## config.mk

```make
export PLATFORM = sky130hd
export DESIGN_NAME = pid_fan_stepper_drive_top
export DESIGN_NICKNAME = d
export VERILOG_FILES = /design/src/hdl/pfsd_pkg.sv /design/src/hdl/pid_fan_stepper_drive_top.sv
export SDC_FILE = /design/constraint.sdc
export NUM_CORES = 1
export LEC_CHECK = 0
export ABC_AREA = 1
export CAP_MARGIN = 10
export CORE_ASPECT_RATIO = 0.7
export CORE_MARGIN = 2
export CORE_UTILIZATION = 45
export CTS_BUF_LIST = sky130_fd_sc_hd__clkbuf_2
export DETAILED_ROUTE_END_ITERATION = 16
export DONT_BUFFER_PORTS = 1
export GPL_TIMING_DRIVEN = 0
export SYNTH_ARGS = -nofsm -noshare
export SYNTH_HDL_FRONTEND = slang
export SYNTH_SLANG_ARGS = --single-unit
```

## constraint.sdc

```tcl
create_clock -name clock -period 8.3 [get_ports clock]
set_clock_uncertainty 0.15 [all_clocks]
set_input_delay 0.415 -clock clock [delete_from_list [all_inputs] [get_ports clock]]
set_output_delay 0.415 -clock clock [all_outputs]
set_load 0.01 [all_outputs]
```

## src/hdl/pfsd_pkg.sv

```systemverilog
`timescale 1ns / 1ps

package pfsd_pkg;

   localparam int DEFAULT_PHASE_COUNT = 8;
   localparam int DEFAULT_FULL_SPEED  = 100;

   localparam int REQ_DATA_W = 16;
   localparam int REQ_USER_W = 1;
   localparam int RSP_DATA_W = 16;
   localparam int CSR_INDEX_W = 3;
   localparam int CSR_DATA_W = 12;

   localparam logic [CSR_INDEX_W-1:0] CSR_TARGET = 3'd0;
   localparam logic [CSR_INDEX_W-1:0] CSR_DEAD_BAND = 3'd1;
   localparam logic [CSR_INDEX_W-1:0] CSR_GAIN_P = 3'd2;
   localparam logic [CSR_INDEX_W-1:0] CSR_GAIN_I = 3'd3;
   localparam logic [CSR_INDEX_W-1:0] CSR_GAIN_D = 3'd4;
   localparam logic [CSR_INDEX_W-1:0] CSR_INT_LIMIT = 3'd5;

   localparam logic OP_SAMPLE = 1'b0;
   localparam logic OP_TICK = 1'b1;

   // The PID sum is scaled by 1/100; the quotient never needs more than eight bits.
   localparam int DIV_SCALE = 100;
   localparam int QUO_W = 8;
   localparam logic [13:0] DIV_SCALED = 14'(DIV_SCALE * 128);
   localparam logic [25:0] DIV_LIMIT = 26'(DIV_SCALE * 256);
   localparam logic [6:0] TICK_MAX = 7'd127;

   typedef enum logic [6:0] {
      ST_IDLE = 7'b0000001,
      ST_PREP = 7'b0000010,
      ST_MUL  = 7'b0000100,
      ST_CHK  = 7'b0001000,
      ST_DIV  = 7'b0010000,
      ST_POST = 7'b0100000,
      ST_FIN  = 7'b1000000
   } state_type;

   function automatic logic [3:0] coil_entry(input logic [2:0] idx);
      logic [3:0] pattern;
      case (idx)
         3'd0: pattern = 4'h2;
         3'd1: pattern = 4'h6;
         3'd2: pattern = 4'h4;
         3'd3: pattern = 4'hC;
         3'd4: pattern = 4'h8;
         3'd5: pattern = 4'h9;
         3'd6: pattern = 4'h1;
         3'd7: pattern = 4'h3;
         default: pattern = 4'h3;
      endcase
      return pattern;
   endfunction

endpackage

```

## src/hdl/pid_fan_stepper_drive_top.sv

```systemverilog
`timescale 1ns / 1ps
// Channel   Direction  Ports               Contents
// req       in         req_tvalid/tready   tdata: temperature; tuser: operation
// rsp       out        rsp_tvalid/tready   tdata: speed, coil pattern, stepped
// csr       in         csr_we/index/wdata  six control registers, write only
//
// A word is taken only while the sequencer is idle. A sample runs eight
// bit-serial multiply and eight restoring divide steps; a stopping sample or
// a tick at zero speed skips both, a sample whose sum is out of range skips
// the divide and any other tick skips the multiply. Reset is synchronous
// and loads the register defaults. A stalled result holds in the output
// register while the next word is accepted.

module pid_fan_stepper_drive_top #(
   parameter int PHASE_COUNT = pfsd_pkg::DEFAULT_PHASE_COUNT,
   parameter int FULL_SPEED  = pfsd_pkg::DEFAULT_FULL_SPEED
) (
   input  logic clock,
   input  logic reset,
   input  logic req_tvalid,
   output logic req_tready,
   // [10:0] temperature_tenths, [15:11] zero
   input  logic [pfsd_pkg::REQ_DATA_W-1:0] req_tdata,
   // [0] operation
   input  logic [pfsd_pkg::REQ_USER_W-1:0] req_tuser,
   output logic rsp_tvalid,
   input  logic rsp_tready,
   // [6:0] speed, [10:7] coil_pattern, [11] stepped, [15:12] zero
   output logic [pfsd_pkg::RSP_DATA_W-1:0] rsp_tdata,
   input  logic csr_we,
   input  logic [pfsd_pkg::CSR_INDEX_W-1:0] csr_index,
   input  logic [pfsd_pkg::CSR_DATA_W-1:0] csr_wdata
);
   import pfsd_pkg::*;

   localparam logic [7:0] FULL_SPEED_W = 8'(FULL_SPEED);
   localparam logic [3:0] PHASE_LIM = 4'(PHASE_COUNT);

   state_type state_ff, state_in;

   logic signed [11:0] target_ff, target_in;
   logic [3:0] dead_ff, dead_in;
   logic [7:0] gp_ff, gp_in, gi_ff, gi_in, gd_ff, gd_in;
   logic [10:0] ilim_ff, ilim_in;

   logic signed [11:0] acc_ff, acc_in;
   logic signed [13:0] prev_ff, prev_in;
   logic [6:0] fan_ff, fan_in;
   logic [6:0] tick_ff, tick_in;
   logic [2:0] phase_ff, phase_in;
   logic [3:0] coil_ff, coil_in;
   logic stepped_ff, stepped_in;
   logic rsp_valid_ff, rsp_valid_in;

   logic op_ff, op_in;
   logic [10:0] temp_ff, temp_in;
   logic signed [17:0] tp_ff, tp_in, td_ff, td_in;
   logic signed [13:0] ti_ff, ti_in;
   logic [7:0] gps_ff, gps_in, gis_ff, gis_in, gds_ff, gds_in;
   logic [2:0] cnt_ff, cnt_in;
   logic signed [25:0] prod_ff, prod_in;
   logic [14:0] rem_ff, rem_in;
   logic [13:0] dsh_ff, dsh_in;
   logic [QUO_W-1:0] quo_ff, quo_in;
   logic [RSP_DATA_W-1:0] rsp_data_ff, rsp_data_in;

   logic signed [13:0] err;
   logic signed [12:0] stop_lim;
   logic stop;
   logic signed [14:0] acc_sum, lim_pos;
   logic signed [11:0] acc_new;
   logic signed [13:0] diff, acc_w;
   logic signed [17:0] err_w, diff_w;
   logic signed [25:0] add_p, add_i, add_d;
   logic [8:0] thr_w;
   logic [6:0] thr, tick_next;
   logic [3:0] phase_inc;

   assign req_tready = (state_ff == ST_IDLE);
   assign rsp_tvalid = rsp_valid_ff;
   assign rsp_tdata = rsp_data_ff;

   always_comb begin
      err = $signed({3'b000, temp_ff}) - {{2{target_ff[11]}}, target_ff};
      stop_lim = {target_ff[11], target_ff} + $signed({9'd0, dead_ff});
      stop = ($signed({2'b00, temp_ff}) <= stop_lim);
      acc_sum = {{3{acc_ff[11]}}, acc_ff} + {err[13], err};
      lim_pos = $signed({4'd0, ilim_ff});
      if (acc_sum > lim_pos) begin
         acc_new = lim_pos[11:0];
      end else if (acc_sum < -lim_pos) begin
         acc_new = 12'(-lim_pos);
      end else begin
         acc_new = acc_sum[11:0];
      end
      diff = err - prev_ff;
      err_w = {{4{err[13]}}, err};
      diff_w = {{4{diff[13]}}, diff};
      acc_w = {{2{acc_new[11]}}, acc_new};
      add_p = gps_ff[7] ? {{8{tp_ff[17]}}, tp_ff} : '0;
      add_d = gds_ff[7] ? {{8{td_ff[17]}}, td_ff} : '0;
      add_i = gis_ff[7] ? {{12{ti_ff[13]}}, ti_ff} : '0;
      thr_w = {1'b0, quo_ff} + 9'd1;
      thr = (thr_w > {2'b00, TICK_MAX}) ? TICK_MAX : thr_w[6:0];
      tick_next = (tick_ff != TICK_MAX) ? tick_ff + 7'd1 : tick_ff;
      phase_inc = {1'b0, phase_ff} + 4'd1;
   end

   always_comb begin
      state_in = state_ff;
      target_in = target_ff;
      dead_in = dead_ff;
      gp_in = gp_ff;
      gi_in = gi_ff;
      gd_in = gd_ff;
      ilim_in = ilim_ff;
      acc_in = acc_ff;
      prev_in = prev_ff;
      fan_in = fan_ff;
      tick_in = tick_ff;
      phase_in = phase_ff;
      coil_in = coil_ff;
      stepped_in = stepped_ff;
      rsp_valid_in = rsp_valid_ff;
      op_in = op_ff;
      temp_in = temp_ff;
      tp_in = tp_ff;
      td_in = td_ff;
      ti_in = ti_ff;
      gps_in = gps_ff;
      gis_in = gis_ff;
      gds_in = gds_ff;
      cnt_in = cnt_ff;
      prod_in = prod_ff;
      rem_in = rem_ff;
      dsh_in = dsh_ff;
      quo_in = quo_ff;
      rsp_data_in = rsp_data_ff;

      if (csr_we) begin
         case (csr_index)
            CSR_TARGET: target_in = csr_wdata;
            CSR_DEAD_BAND: dead_in = csr_wdata[3:0];
            CSR_GAIN_P: gp_in = csr_wdata[7:0];
            CSR_GAIN_I: gi_in = csr_wdata[7:0];
            CSR_GAIN_D: gd_in = csr_wdata[7:0];
            CSR_INT_LIMIT: ilim_in = csr_wdata[10:0];
            default: ;
         endcase
      end

      if (rsp_tready) begin
         rsp_valid_in = 1'b0;
      end

      case (state_ff)
         ST_IDLE: begin
            if (req_tvalid) begin
               op_in = req_tuser[0];
               temp_in = req_tdata[10:0];
               state_in = ST_PREP;
            end
         end
         ST_PREP: begin
            stepped_in = 1'b0;
            if (op_ff == OP_SAMPLE) begin
               if (stop) begin
                  fan_in = 7'd0;
                  state_in = ST_FIN;
               end else begin
                  acc_in = acc_new;
                  prev_in = err;
                  tp_in = {err_w[14:0], 3'b000} + {err_w[16:0], 1'b0};
                  td_in = {diff_w[14:0], 3'b000} + {diff_w[16:0], 1'b0};
                  ti_in = {acc_w[12:0], 1'b0} + acc_w;
                  gps_in = gp_ff;
                  gis_in = gi_ff;
                  gds_in = gd_ff;
                  prod_in = '0;
                  cnt_in = 3'd7;
                  state_in = ST_MUL;
               end
            end else begin
               if (fan_ff == 7'd0) begin
                  coil_in = 4'd0;
                  tick_in = 7'd0;
                  state_in = ST_FIN;
               end else begin
                  rem_in = {7'd0, FULL_SPEED_W};
                  dsh_in = {fan_ff, 7'd0};
                  cnt_in = 3'd7;
                  state_in = ST_DIV;
               end
            end
         end
         ST_MUL: begin
            prod_in = {prod_ff[24:0], 1'b0} + add_p + add_d + add_i;
            gps_in = {gps_ff[6:0], 1'b0};
            gis_in = {gis_ff[6:0], 1'b0};
            gds_in = {gds_ff[6:0], 1'b0};
            cnt_in = cnt_ff - 3'd1;
            if (cnt_ff == 3'd0) begin
               state_in = ST_CHK;
            end
         end
         ST_CHK: begin
            if (prod_ff[25]) begin
               fan_in = 7'd0;
               state_in = ST_FIN;
            end else if (prod_ff >= $signed(DIV_LIMIT)) begin
               fan_in = FULL_SPEED_W[6:0];
               state_in = ST_FIN;
            end else begin
               rem_in = prod_ff[14:0];
               dsh_in = DIV_SCALED;
               cnt_in = 3'd7;
               state_in = ST_DIV;
            end
         end
         ST_DIV: begin
            if (rem_ff >= {1'b0, dsh_ff}) begin
               rem_in = rem_ff - {1'b0, dsh_ff};
               quo_in = {quo_ff[QUO_W-2:0], 1'b1};
            end else begin
               quo_in = {quo_ff[QUO_W-2:0], 1'b0};
            end
            dsh_in = {1'b0, dsh_ff[13:1]};
            cnt_in = cnt_ff - 3'd1;
            if (cnt_ff == 3'd0) begin
               state_in = ST_POST;
            end
         end
         ST_POST: begin
            if (op_ff == OP_SAMPLE) begin
               fan_in = (quo_ff > FULL_SPEED_W) ? FULL_SPEED_W[6:0] : quo_ff[6:0];
            end else if (tick_next >= thr) begin
               tick_in = 7'd0;
               phase_in = (phase_inc < PHASE_LIM) ? phase_inc[2:0] : 3'd0;
               coil_in = coil_entry((phase_inc < PHASE_LIM) ? phase_inc[2:0] : 3'd0);
               stepped_in = 1'b1;
            end else begin
               tick_in = tick_next;
            end
            state_in = ST_FIN;
         end
         ST_FIN: begin
            if (!rsp_valid_ff || rsp_tready) begin
               rsp_data_in = {4'd0, stepped_ff, coil_ff, fan_ff};
               rsp_valid_in = 1'b1;
               state_in = ST_IDLE;
            end
         end
         default: state_in = ST_IDLE;
      endcase
   end

   always_ff @(posedge clock) begin
      if (reset) begin
         state_ff <= ST_IDLE;
         target_ff <= 12'sd250;
         dead_ff <= 4'd2;
         gp_ff <= 8'd20;
         gi_ff <= 8'd1;
         gd_ff <= 8'd3;
         ilim_ff <= 11'd1000;
         acc_ff <= '0;
         prev_ff <= '0;
         fan_ff <= '0;
         tick_ff <= '0;
         phase_ff <= '0;
         coil_ff <= 4'h3;
         stepped_ff <= 1'b0;
         rsp_valid_ff <= 1'b0;
      end else begin
         state_ff <= state_in;
         target_ff <= target_in;
         dead_ff <= dead_in;
         gp_ff <= gp_in;
         gi_ff <= gi_in;
         gd_ff <= gd_in;
         ilim_ff <= ilim_in;
         acc_ff <= acc_in;
         prev_ff <= prev_in;
         fan_ff <= fan_in;
         tick_ff <= tick_in;
         phase_ff <= phase_in;
         coil_ff <= coil_in;
         stepped_ff <= stepped_in;
         rsp_valid_ff <= rsp_valid_in;
      end
   end

   always_ff @(posedge clock) begin
      op_ff <= op_in;
      temp_ff <= temp_in;
      tp_ff <= tp_in;
      td_ff <= td_in;
      ti_ff <= ti_in;
      gps_ff <= gps_in;
      gis_ff <= gis_in;
      gds_ff <= gds_in;
      cnt_ff <= cnt_in;
      prod_ff <= prod_in;
      rem_ff <= rem_in;
      dsh_ff <= dsh_in;
      quo_ff <= quo_in;
      rsp_data_ff <= rsp_data_in;
   end

endmodule
```

Word level (Yosys, flattened, before mapping). Memories as Yosys holds them, arrays and structs flattened. Index checks and enable logic that the tools add are counted.

Multiply operators: 0. Reduce and logical (&&, ||, !) cells: 30. Shift operators: 0. Magnitude comparators: 9. Bitwise gates (word level): 2. Add/subtract/negate cells: 16. Mux-type cells: 71. Eq/ne operators: 32. Divide/modulo/power cells: 0.

Operators by type and width (number): 7-bit two-way mux (21); 26-bit two-way mux (5); 26-bit adder (3); 15-bit two-way mux (5); 14-bit two-way mux (4); 26-bit one-hot mux with 2 select lines (1); 7-bit one-hot mux with 7 select lines (1); 8-bit two-way mux (6); 8-bit one-hot mux with 2 select lines (3); 15-bit one-hot mux with 3 select lines (1); 14-bit one-hot mux with 3 select lines (1); 2-bit != test (second input constant) (16); 26-bit by 16-bit greater-or-equal comparator with 1-bit output (second input constant) (1); 12-bit two-way mux (2); 7-bit one-hot mux with 3 select lines (1); 5-bit AND reduction (4); 17-bit by 15-bit adder with 18-bit output (1); 3-bit two-way mux (6); 16-bit by 14-bit adder with 17-bit output (1); 4-bit two-way mux (4); 2-bit AND reduction (8); 15-bit by 14-bit greater-or-equal comparator with 1-bit output (1); 14-bit by 15-bit < comparator with 1-bit output (1); 11-bit negation with 15-bit output (1); 44 further kinds (62).

Output and inout port bits: 18. Flip-flop bits (word level): 270. Bits in latches: 0. Memories kept: 1. Input bits: 37. Logic and storage cells: 190. Memory bits (writable): 0. Bits in read-only memories: 32.

Memories: (no name shown) (words 8, bits a word 4, rd ports 1, clocked after memory_dff 0, wr ports 0, RTL line pfsd_pkg.sv:43) `case (idx)`.

Longest topological paths before layout. Gate-level depths: netlist (run 1).

Depth after elaboration: 7. Gate-level depth with buffers: 45. Depth with buffers taken out: 44.

Worst setup path after synthesis (run 1). Ideal clock, no wire load.

Kind: reg-to-reg. From: register temp_ff[0]. To: register ti_ff[9] (data pin). Data required time: 7898 ps. Period minus slack after synthesis: 6134 ps. Buffers on the path: 1. Setup time: 252 ps. Arrival time: 5732 ps. Cell stages (with the launch flop): 43. Setup slack: 2166 ps. Cells stage by stage: edfxtp_1 inv_1 ha_1 fa_1 o21ai_0 a21oi_1 o21bai_1 nand2_1 nand2_1 a21oi_1 o21ai_0 xnor2_1 inv_1 ha_1 inv_1 o21bai_1 nand3_1 nand2_1 [... 7 more ...] nand2_1 nand2_1 nand2_1 nand2_4 buf_8 nand2_1 o211ai_1 o21ai_0 inv_1 ha_1 inv_1 fa_1 inv_1 nand2_2 nand2_2 nand3_2 nand3_1 nand2_1.

Word-level cells in the longest chain between the ends: 6. Elaborated cells on any way between the ends: 7. Classes of those cells: add/sub: 3; order compare: 2; mux: 2.

Ends and longest elaborated chain: start, declared (RTL line pid_fan_stepper_drive_top.sv:56) `logic [10:0] temp_ff, temp_in;`; start signal, assigned (RTL line pid_fan_stepper_drive_top.sv:295) `temp_ff <= temp_in;`; 12-bit by 12-bit subtractor with 13-bit output * (RTL line pid_fan_stepper_drive_top.sv:84) `err = $signed({3'b000, temp_ff}) - {{2{target_ff[11]}}, target_ff};`; via err[10] (RTL line pid_fan_stepper_drive_top.sv:67) `logic signed [13:0] err;`; 12-bit by 13-bit adder with 14-bit output * (RTL line pid_fan_stepper_drive_top.sv:87) `acc_sum = {{3{acc_ff[11]}}, acc_ff} + {err[13], err};`; 14-bit by 15-bit < comparator with 1-bit output (RTL line pid_fan_stepper_drive_top.sv:91) `end else if (acc_sum < -lim_pos) begin`; 12-bit two-way mux (RTL line pid_fan_stepper_drive_top.sv:91); 12-bit two-way mux * (RTL line pid_fan_stepper_drive_top.sv:89) `if (acc_sum > lim_pos) begin`; via acc_new[1] (RTL line pid_fan_stepper_drive_top.sv:71) `logic signed [11:0] acc_new;`; 13-bit by 12-bit adder with 14-bit output * (RTL line pid_fan_stepper_drive_top.sv:175) `ti_in = {acc_w[12:0], 1'b0} + acc_w;`; end signal, assigned (RTL line pid_fan_stepper_drive_top.sv:298) `ti_ff <= ti_in;`; end, declared (RTL line pid_fan_stepper_drive_top.sv:58) `logic signed [13:0] ti_ff, ti_in;`.

Mark *: on every way through the listed nets, which the timed path passes. The rest lies on a longest branch. A chain may end at the register's enable or synchronous reset.

Final worst setup path (run 1).
From: register temp_ff[0]. To: register ti_ff[11] (data pin).

Same word-level chain as after synthesis.

==> metrics.md, run 1 <==
| Metric | Value |
|---|---|
| Post-synth cell types | `54` |
| CTS max path bufs | `3` |
| All-Layer GR Usage | `22.4%` |
| Drt pass-1 iters | `6` |
| Hold Crit Start | `csr_wdata[10]` |
| Die H | `172 microns` |
| Worst reg2reg setup slack | `0.81 ns` |
| Sequential area share after synthesis | `38.4%` |
| Post-layout nets | `2547` |
| Worst R2R Path Depth | `38` |
| WHS Endpoint | `ilim_ff[10]$_SDFFE_PP0P_` |
| Mapped Avg Cell Area | `8.46 sq um` |
| Max-Slew Margin vs Limit | `28.1%` |
| CP required | `8.83 ns` |
| Post-synth EDFFs | `161` |
| Synth Cell Area | `18100 sq um` |
| Sink Count | `267` |
| Worst Setup Start Kind | `register` |
| Flops & latches, synth | `267` |
| Kind of critical path | `register to register` |
| Core ar. | `39700 sq um` |
| First-pass GRT wire length | `74200 microns` |
| CTS tree | `done` |
| Post-DP HPWL | `34900 microns` |
| Clock Latency Late Sink | `1.01 ns` |
| Total Negative Setup Slacks | `0 ns` |
| Port bufs | `0` |
| Reg2reg start | `temp_ff[0]$_DFFE_PP_` |
| Fillers | `3844` |
| Total gr overflow | `0` |
| Fmax | `133 MHz` |
| Antenna violations before repair | `3` |
| R2R Path End | `ti_ff[11]$_DFFE_PP_` |
| Leak Pwr | `9.30 nW` |
| Most common cell in the netlist | `nand2_1` |
| Fin. Hold Viols | `0` |
| Vias in the first global route | `14400` |
| DIE WIDTH | `244 microns` |
| Postcts setup bufs | `0` |
| Final setup vio count | `0` |
| Slew @ Worst Pin | `1.07 ns` |
| Starting Density | `45.6%` |
| Ys async rst share | `0%` |
| Setup crit end kind | `register` |
| GP Congestion | `0.894` |
| Hold crit path type | `input pin to register` |
| Fin crit period | `7.49 ns` |
| Critical Path AT | `8.03 ns` |
| Most frequent CP cell | `nand2_1` |
| Worst path slowest cell | `xor2_1` |
| Main flop type after synthesis | `edfxtp_1` |
| Maximum VDD drop | `0.152 mV` |
| Wire length per cell | `15.9 microns` |
| Status | `finished clean` |
| Most frequent cells after synthesis | `396 x nand2_1, 309 x inv_1, 194 x a21oi_1` |
| Synth Instances | `2140` |
| Final Cycle Share | `90.3%` |
| WL final | `45900 microns` |
| Pin count of the biggest net entering global routing | `57` |
| H-tree levels | `3` |
| Die area | `41900 sq um` |
| Via count | `15000` |
| I/O pins | `55` |
| Max Transition Viols Final | `0` |
| Worst hold slack | `0.0962 ns` |
| Vias per cell | `5.19` |
| Max_cap viols | `0` |
| Clock-pin slew on the worst setup and hold paths | `0.09 ns` |
| Num CTS Buffers | `73` |
| Worst-path fanout max | `10` |
| PD cells | `239 nW/um^2` |
| Layout cells sized above 1 | `8.61%` |
| Initial DRC Count | `1058` |
| Yosys top cell area share | `26.7%` |
| Clock root cell | `clkbuf_2` |
| P&R area growth vs syn | `11.6%` |
| Hold depth | `3` |
| Synth top area cells | `edfxtp_1 27%, dfxtp_1 12%, ha_1 11%, nand2_1 8.2%, inv_1 6.4%` |
| # DRC | `0` |
| Rows | `61` |
| Maximum single-stage delay on the critical path | `0.74 ns` |
| RSZ-0062 raised after global routing | `no` |
| Post-route ant nets | `0` |
| Dominant cell type by area after synthesis | `edfxtp_1` |
| Ys Warns | `0` |
[placed cells by master (no fill, tap or decap), types with 4 or more instances in the layout]
cell type	Yosys	routed
clkinv_1	5	13
nor2_1	162	162
nand3_1	94	94
xor2_1	55	55
nand2_2	23	25
a31oi_1	10	10
fa_1	56	56
nor4_1	9	9
clkbuf_1	35	35
inv_1	309	309
a21boi_0	5	5
buf_6	2	5
nand3b_1	4	4
inv_2	4	5
dlygate4sd3_1	0	66
buf_4	6	6
o21ai_1	9	10
o211ai_1	19	19
nand2_1	396	394
a21o_1	7	7
nor3_1	18	18
o21ai_0	156	155
o31ai_1	7	7
conb_1	1	4
dfxtp_1	106	106
o21bai_1	16	16
nand2_4	9	9
a21oi_1	194	194
clkbuf_2	0	114
xnor2_1	25	25
ha_1	165	164
nand4_1	23	23
o21a_1	9	9
edfxtp_1	161	161
[through the flow]
| step | total power [W] | instances | setup slack [ns] | cell area, sq um | utilization [%] |
|---|---|---|---|---|---|
| floorplan | 0.00333 | 2143 | 2.17 | 18100 | - |
| global placement | 0.00377 | 2678 | 0.214 | 18800 | 47.3 |
| detailed placement | 0.00383 | 2681 | 0.887 | 18800 | 47.4 |
| CTS | 0.00485 | 2878 | 0.793 | 20200 | 50.8 |
| global route | 0.00525 | 2883 | 0.158 | 20200 | 50.9 |
| finish | 0.00483 | 2883 | 0.805 | 20200 | 50.9 |
[state kept, by name, indices dropped and copies added, names as in the netlist, 11 cells and up]
name / count
ilim_ff: 11
ti_ff: 14
td_ff: 17
temp_ff: 11
rsp_tdata: 12
dsh_ff: 14
tp_ff: 16
prod_ff: 26
acc_ff: 12
target_ff: 12
rem_ff: 15
prev_ff: 13
[cell families (layout without fill, tap and decap cells)]
| kind of cell | Yosys count | in the layout | synth area share [%] |
|---|---|---|---|
| xor+xnor | 80 | 80 | 3.87 |
| mux | 1 | 1 | 0.0622 |
| other cells | 1 | 7 | 0.0207 |
| flops | 267 | 267 | 38.4 |
| simple gates | 756 | 756 | 18.4 |
| compound gates | 449 | 449 | 13.8 |
| fa+ha+maj | 221 | 221 | 17.6 |
| buf+inv | 365 | 567 | 7.86 |
[worst max-delay path by stage]
| stage | startpoint | to | slack, ns |
|---|---|---|---|
| floorplan | temp_ff[0]$_DFFE_PP_ | ti_ff[9]$_DFFE_PP_ | 2.17 |
| global placement | temp_ff[3]$_DFFE_PP_ | ti_ff[11]$_DFFE_PP_ | 0.21 |
| finish | temp_ff[0]$_DFFE_PP_ | ti_ff[11]$_DFFE_PP_ | 0.81 |
| detailed placement | temp_ff[0]$_DFFE_PP_ | ti_ff[11]$_DFFE_PP_ | 0.89 |
| global route | target_ff[1]$_SDFFE_PP1P_ | ti_ff[11]$_DFFE_PP_ | 0.16 |
| CTS | target_ff[1]$_SDFFE_PP1P_ | ti_ff[11]$_DFFE_PP_ | 0.79 |
[timing repair]
item	in CTS	in global routing
hold endpoints to repair	93	0
hold buffers	66	0
resized for setup	0	3
setup endpoints to repair	0	2
[metal layers]
| layer | share of wire, % | track usage (%) | up-vias |
|---|---|---|---|
| met4 | 1.7 | 5.51 | 0 |
| met3 | 6.3 | 5.04 | 60 |
| met1 | 52 | 33.8 | 7028 |
| met2 | 40 | 32.3 | 379 |
| li1 | - | - | 7510 |
| met5 | 0 | 0 | - |
[critical path: cells and delay by family, from the launching register on]
kind	cells	cell delay (ns)
AND/OR/NAND/NOR	16	1.82
buffers and inverters	7	0.76
AO/OA/AOI/OAI	8	1.18
XOR/XNOR	1	0.74
flip-flops	1	0.33
adder cells (fa/ha/maj)	6	2.15
[report_power, final]
part | switching (W) | internal [W]
sequential | 0.0000387 | 0.00158
clock | 0.000607 | 0.000369
combinational | 0.00141 | 0.000829
[cell type report]
| type | instances | area (sq um) | share of cell area [%] |
|---|---|---|---|
| inverter | 318 | 1190 | 5.91 |
| sequential | 267 | 6960 | 34.4 |
| multi-input combinational | 1511 | 9740 | 48.2 |
| timing repair buffer | 71 | 734 | 3.64 |
| clock inverter | 17 | 93.8 | 0.465 |
| clock buffer | 114 | 571 | 2.83 |
| tap | 535 | 669 | 3.31 |
| buffer | 47 | 229 | 1.13 |
| antenna | 3 | 7.51 | 0.0372 |
(Power assumes the default switching activity.)
==> run 2: changes to the inputs <==
Settings changed: CORE_UTILIZATION 45 to 35, CTS_BUF_LIST sky130_fd_sc_hd__clkbuf_2 to sky130_fd_sc_hd__clkbuf_4.
==> metrics.md, run 2 (synthesis gave the netlist of run 1 again) <==
| Metric | Value |
|---|---|
| Clock-pin slew on the worst setup and hold paths | `0.06 ns (-0.03 ns)` |
| Maximum VDD drop | `0.164 mV (+7.4%)` |
| Worst-path fanout max | `10 (unchanged)` |
| Stages on worst setup path | `42 (+11%)` |
| Design area | `20500 sq um (+1.3%)` |
| Max_cap viols | `0 (unchanged)` |
| Status | `finished clean` |
| Worst R2R Path Depth | `42 (+11%)` |
| Pin count of the biggest net entering global routing | `57 (unchanged)` |
| Via count | `15200 (+1.4%)` |
| Final setup vio count | `0 (unchanged)` |
| Postcts setup bufs | `0 (unchanged)` |
| First-pass GRT wire length | `77000 microns (+3.8%)` |
| Die area | `53600 sq um (+28%)` |
| Vias per cell | `5.06 (-2.5%)` |
| CP required | `8.62 ns (-0.21 ns)` |
| DIE WIDTH | `276 microns (+13%)` |
| P&R area growth vs syn | `13.1%` |
| All-Layer GR Usage | `18.1% (-4.3 points)` |
| Port bufs | `0 (unchanged)` |
| Delay-heaviest family, CP | `adder cells` |
| Initial DRC Count | `1286 (+22%)` |
| Most frequent cells in the layout | `394 x nand2_1, 309 x inv_1, 194 x a21oi_1` |
| Final Util | `40.2% (-11 points)` |
| Core ar. | `50900 sq um (+28%)` |
| Leak Pwr | `9.27 nW (-0.36%)` |
| Fillers | `5123 (+33%)` |
| Vias in the first global route | `14500 (+0.71%)` |
| Slew @ Worst Pin | `1.09 ns (+0.0221 ns)` |
| Die H | `194 microns (+13%)` |
| Final Cycle Share | `91.1% (+0.77 points)` |
| Worst Setup Start Kind | `register` |
| Placed Cells | `2820 (+5.2%)` |
| Rows | `69 (+13%)` |
| Clock root cell | `clkbuf_4` |
| Fin. Hold Viols | `0 (unchanged)` |
| Total gr overflow | `0 (unchanged)` |
| Fin cells | `3000 (+4.1%)` |
| Commonest non-fill, non-tap cell in the layout | `nand2_1` |
| GP Congestion | `0.846 (-5.4%)` |
| Setup crit end kind | `register` |
| Post-layout nets | `2524 (-0.90%)` |
| I/O pins | `55 (unchanged)` |
| Total Negative Setup Slacks | `0 ns (unchanged)` |
| Final critical-path setup slack | `0.742 ns (-0.0637 ns)` |
| Hold depth | `1 (-2)` |
| Post-DP HPWL | `36700 microns (+5.4%)` |
| Max reg flops | `26 (unchanged)` |
| Clock Latency Late Sink | `0.74 ns (-0.27 ns)` |
| Post-route ant nets | `0 (unchanged)` |
| Layout cells sized above 1 | `8.69% (+0.078 points)` |
| Num CTS Buffers | `73 (unchanged)` |
| Wire length per cell | `15.8 microns (-0.47%)` |
| Fmax | `132 MHz (-0.84%)` |
| WL final | `47500 microns (+3.6%)` |
| PD cells | `255 nW/um^2 (+6.4%)` |
| Top flop regs | `prod_ff: 26 flops, td_ff: 17 flops, tp_ff: 16 flops` |
| Fin crit period | `7.56 ns (+0.0637 ns)` |
| H-tree levels | `3 (unchanged)` |
| Hold crit path type | `input pin to register` |
| Maximum single-stage delay on the critical path | `0.47 ns (-0.27 ns)` |
| Max-Slew Margin vs Limit | `26.7% (-1.5 points)` |
| CP bufs+invs | `8 (+1)` |
| Antenna violations before repair | `2 (-1)` |
| Starting Density | `35.5% (-10 points)` |
| # DRC | `0 (unchanged)` |
| Sink Count | `267 (unchanged)` |
| Drt pass-1 iters | `5 (-1)` |
| CTS tree | `done` |
| Max Transition Viols Final | `0 (unchanged)` |
| Critical Path AT | `7.88 ns (-0.15 ns)` |
| Largest reg by FF count | `prod_ff` |
| Area of placed instances | `19000 sq um (+0.88%)` |
| Worst slack at placement | `0.821 ns (-0.0657 ns)` |
| CTS max path bufs | `3 (unchanged)` |
| Worst path slowest cell | `fa_1` |
| RSZ-0062 raised after global routing | `no` |
| Kind of critical path | `register to register` |
| Most frequent CP cell | `nand2_1` |
-- run 2: path summary, 6_finish.rpt --
path / startpoint / to / slack (ns)
worst max-delay path: temp_ff[0]$_DFFE_PP_ / ti_ff[9]$_DFFE_PP_ / 0.74
worst min register to register: stepped_ff$_SDFFE_PP0P_ / rsp_tdata[11]$_DFFE_PP_ / 0.28
worst min-delay path: req_tdata[0] / temp_ff[0]$_DFFE_PP_ / 0.16
worst max register to register: temp_ff[0]$_DFFE_PP_ / ti_ff[9]$_DFFE_PP_ / 0.74
-- run 2: routing by layer --
| metal | vias to the layer above | part of all wire, % | track usage (%) |
|---|---|---|---|
| met5 | - | 0 | 0 |
| met4 | 0 | 1.5 | 4.56 |
| met3 | 59 | 7.2 | 3.64 |
| met2 | 496 | 39 | 24.6 |
| met1 | 7167 | 52 | 28.7 |
| li1 | 7468 | - | - |
-- run 2: layout make-up --
| type | count | area (sq um) | share of cell area, % |
|---|---|---|---|
| buffer | 47 | 229 | 1.12 |
| multi-input combinational | 1511 | 9740 | 47.6 |
| inverter | 318 | 1190 | 5.83 |
| clock inverter | 17 | 120 | 0.587 |
| sequential | 267 | 6960 | 34.0 |
| clock buffer | 116 | 871 | 4.26 |
| antenna | 2 | 5.00 | 0.0245 |
| timing repair buffer | 48 | 498 | 2.43 |
| tap | 674 | 843 | 4.12 |
-- run 2: stage by stage --
stage	hold WS, ns	power, W
after floorplan	0.253	0.00333
after global placement	0.266	0.00384
after detailed placement	0.270	0.00389
after CTS	0.0665	0.00521
after global routing	0.108	0.00562
final	0.160	0.00521
-- run 2: repair_timing --
action | CTS | global route
hold endpoints to repair | 71 | 0
setup endpoints to repair | 0 | 3
gates resized for setup | 0 | 3
hold buffers | 42 | 0
-- run 2: power breakdown --
part	total (W)	internal (W)	switching, W	leakage (nW)
Combinational	0.00232	0.000824	0.00150	6.35
Clock	0.00127	0.000695	0.000575	0.589
Sequential	0.00162	0.00158	0.0000381	2.32
Total	0.00521	0.00310	0.00211	9.27
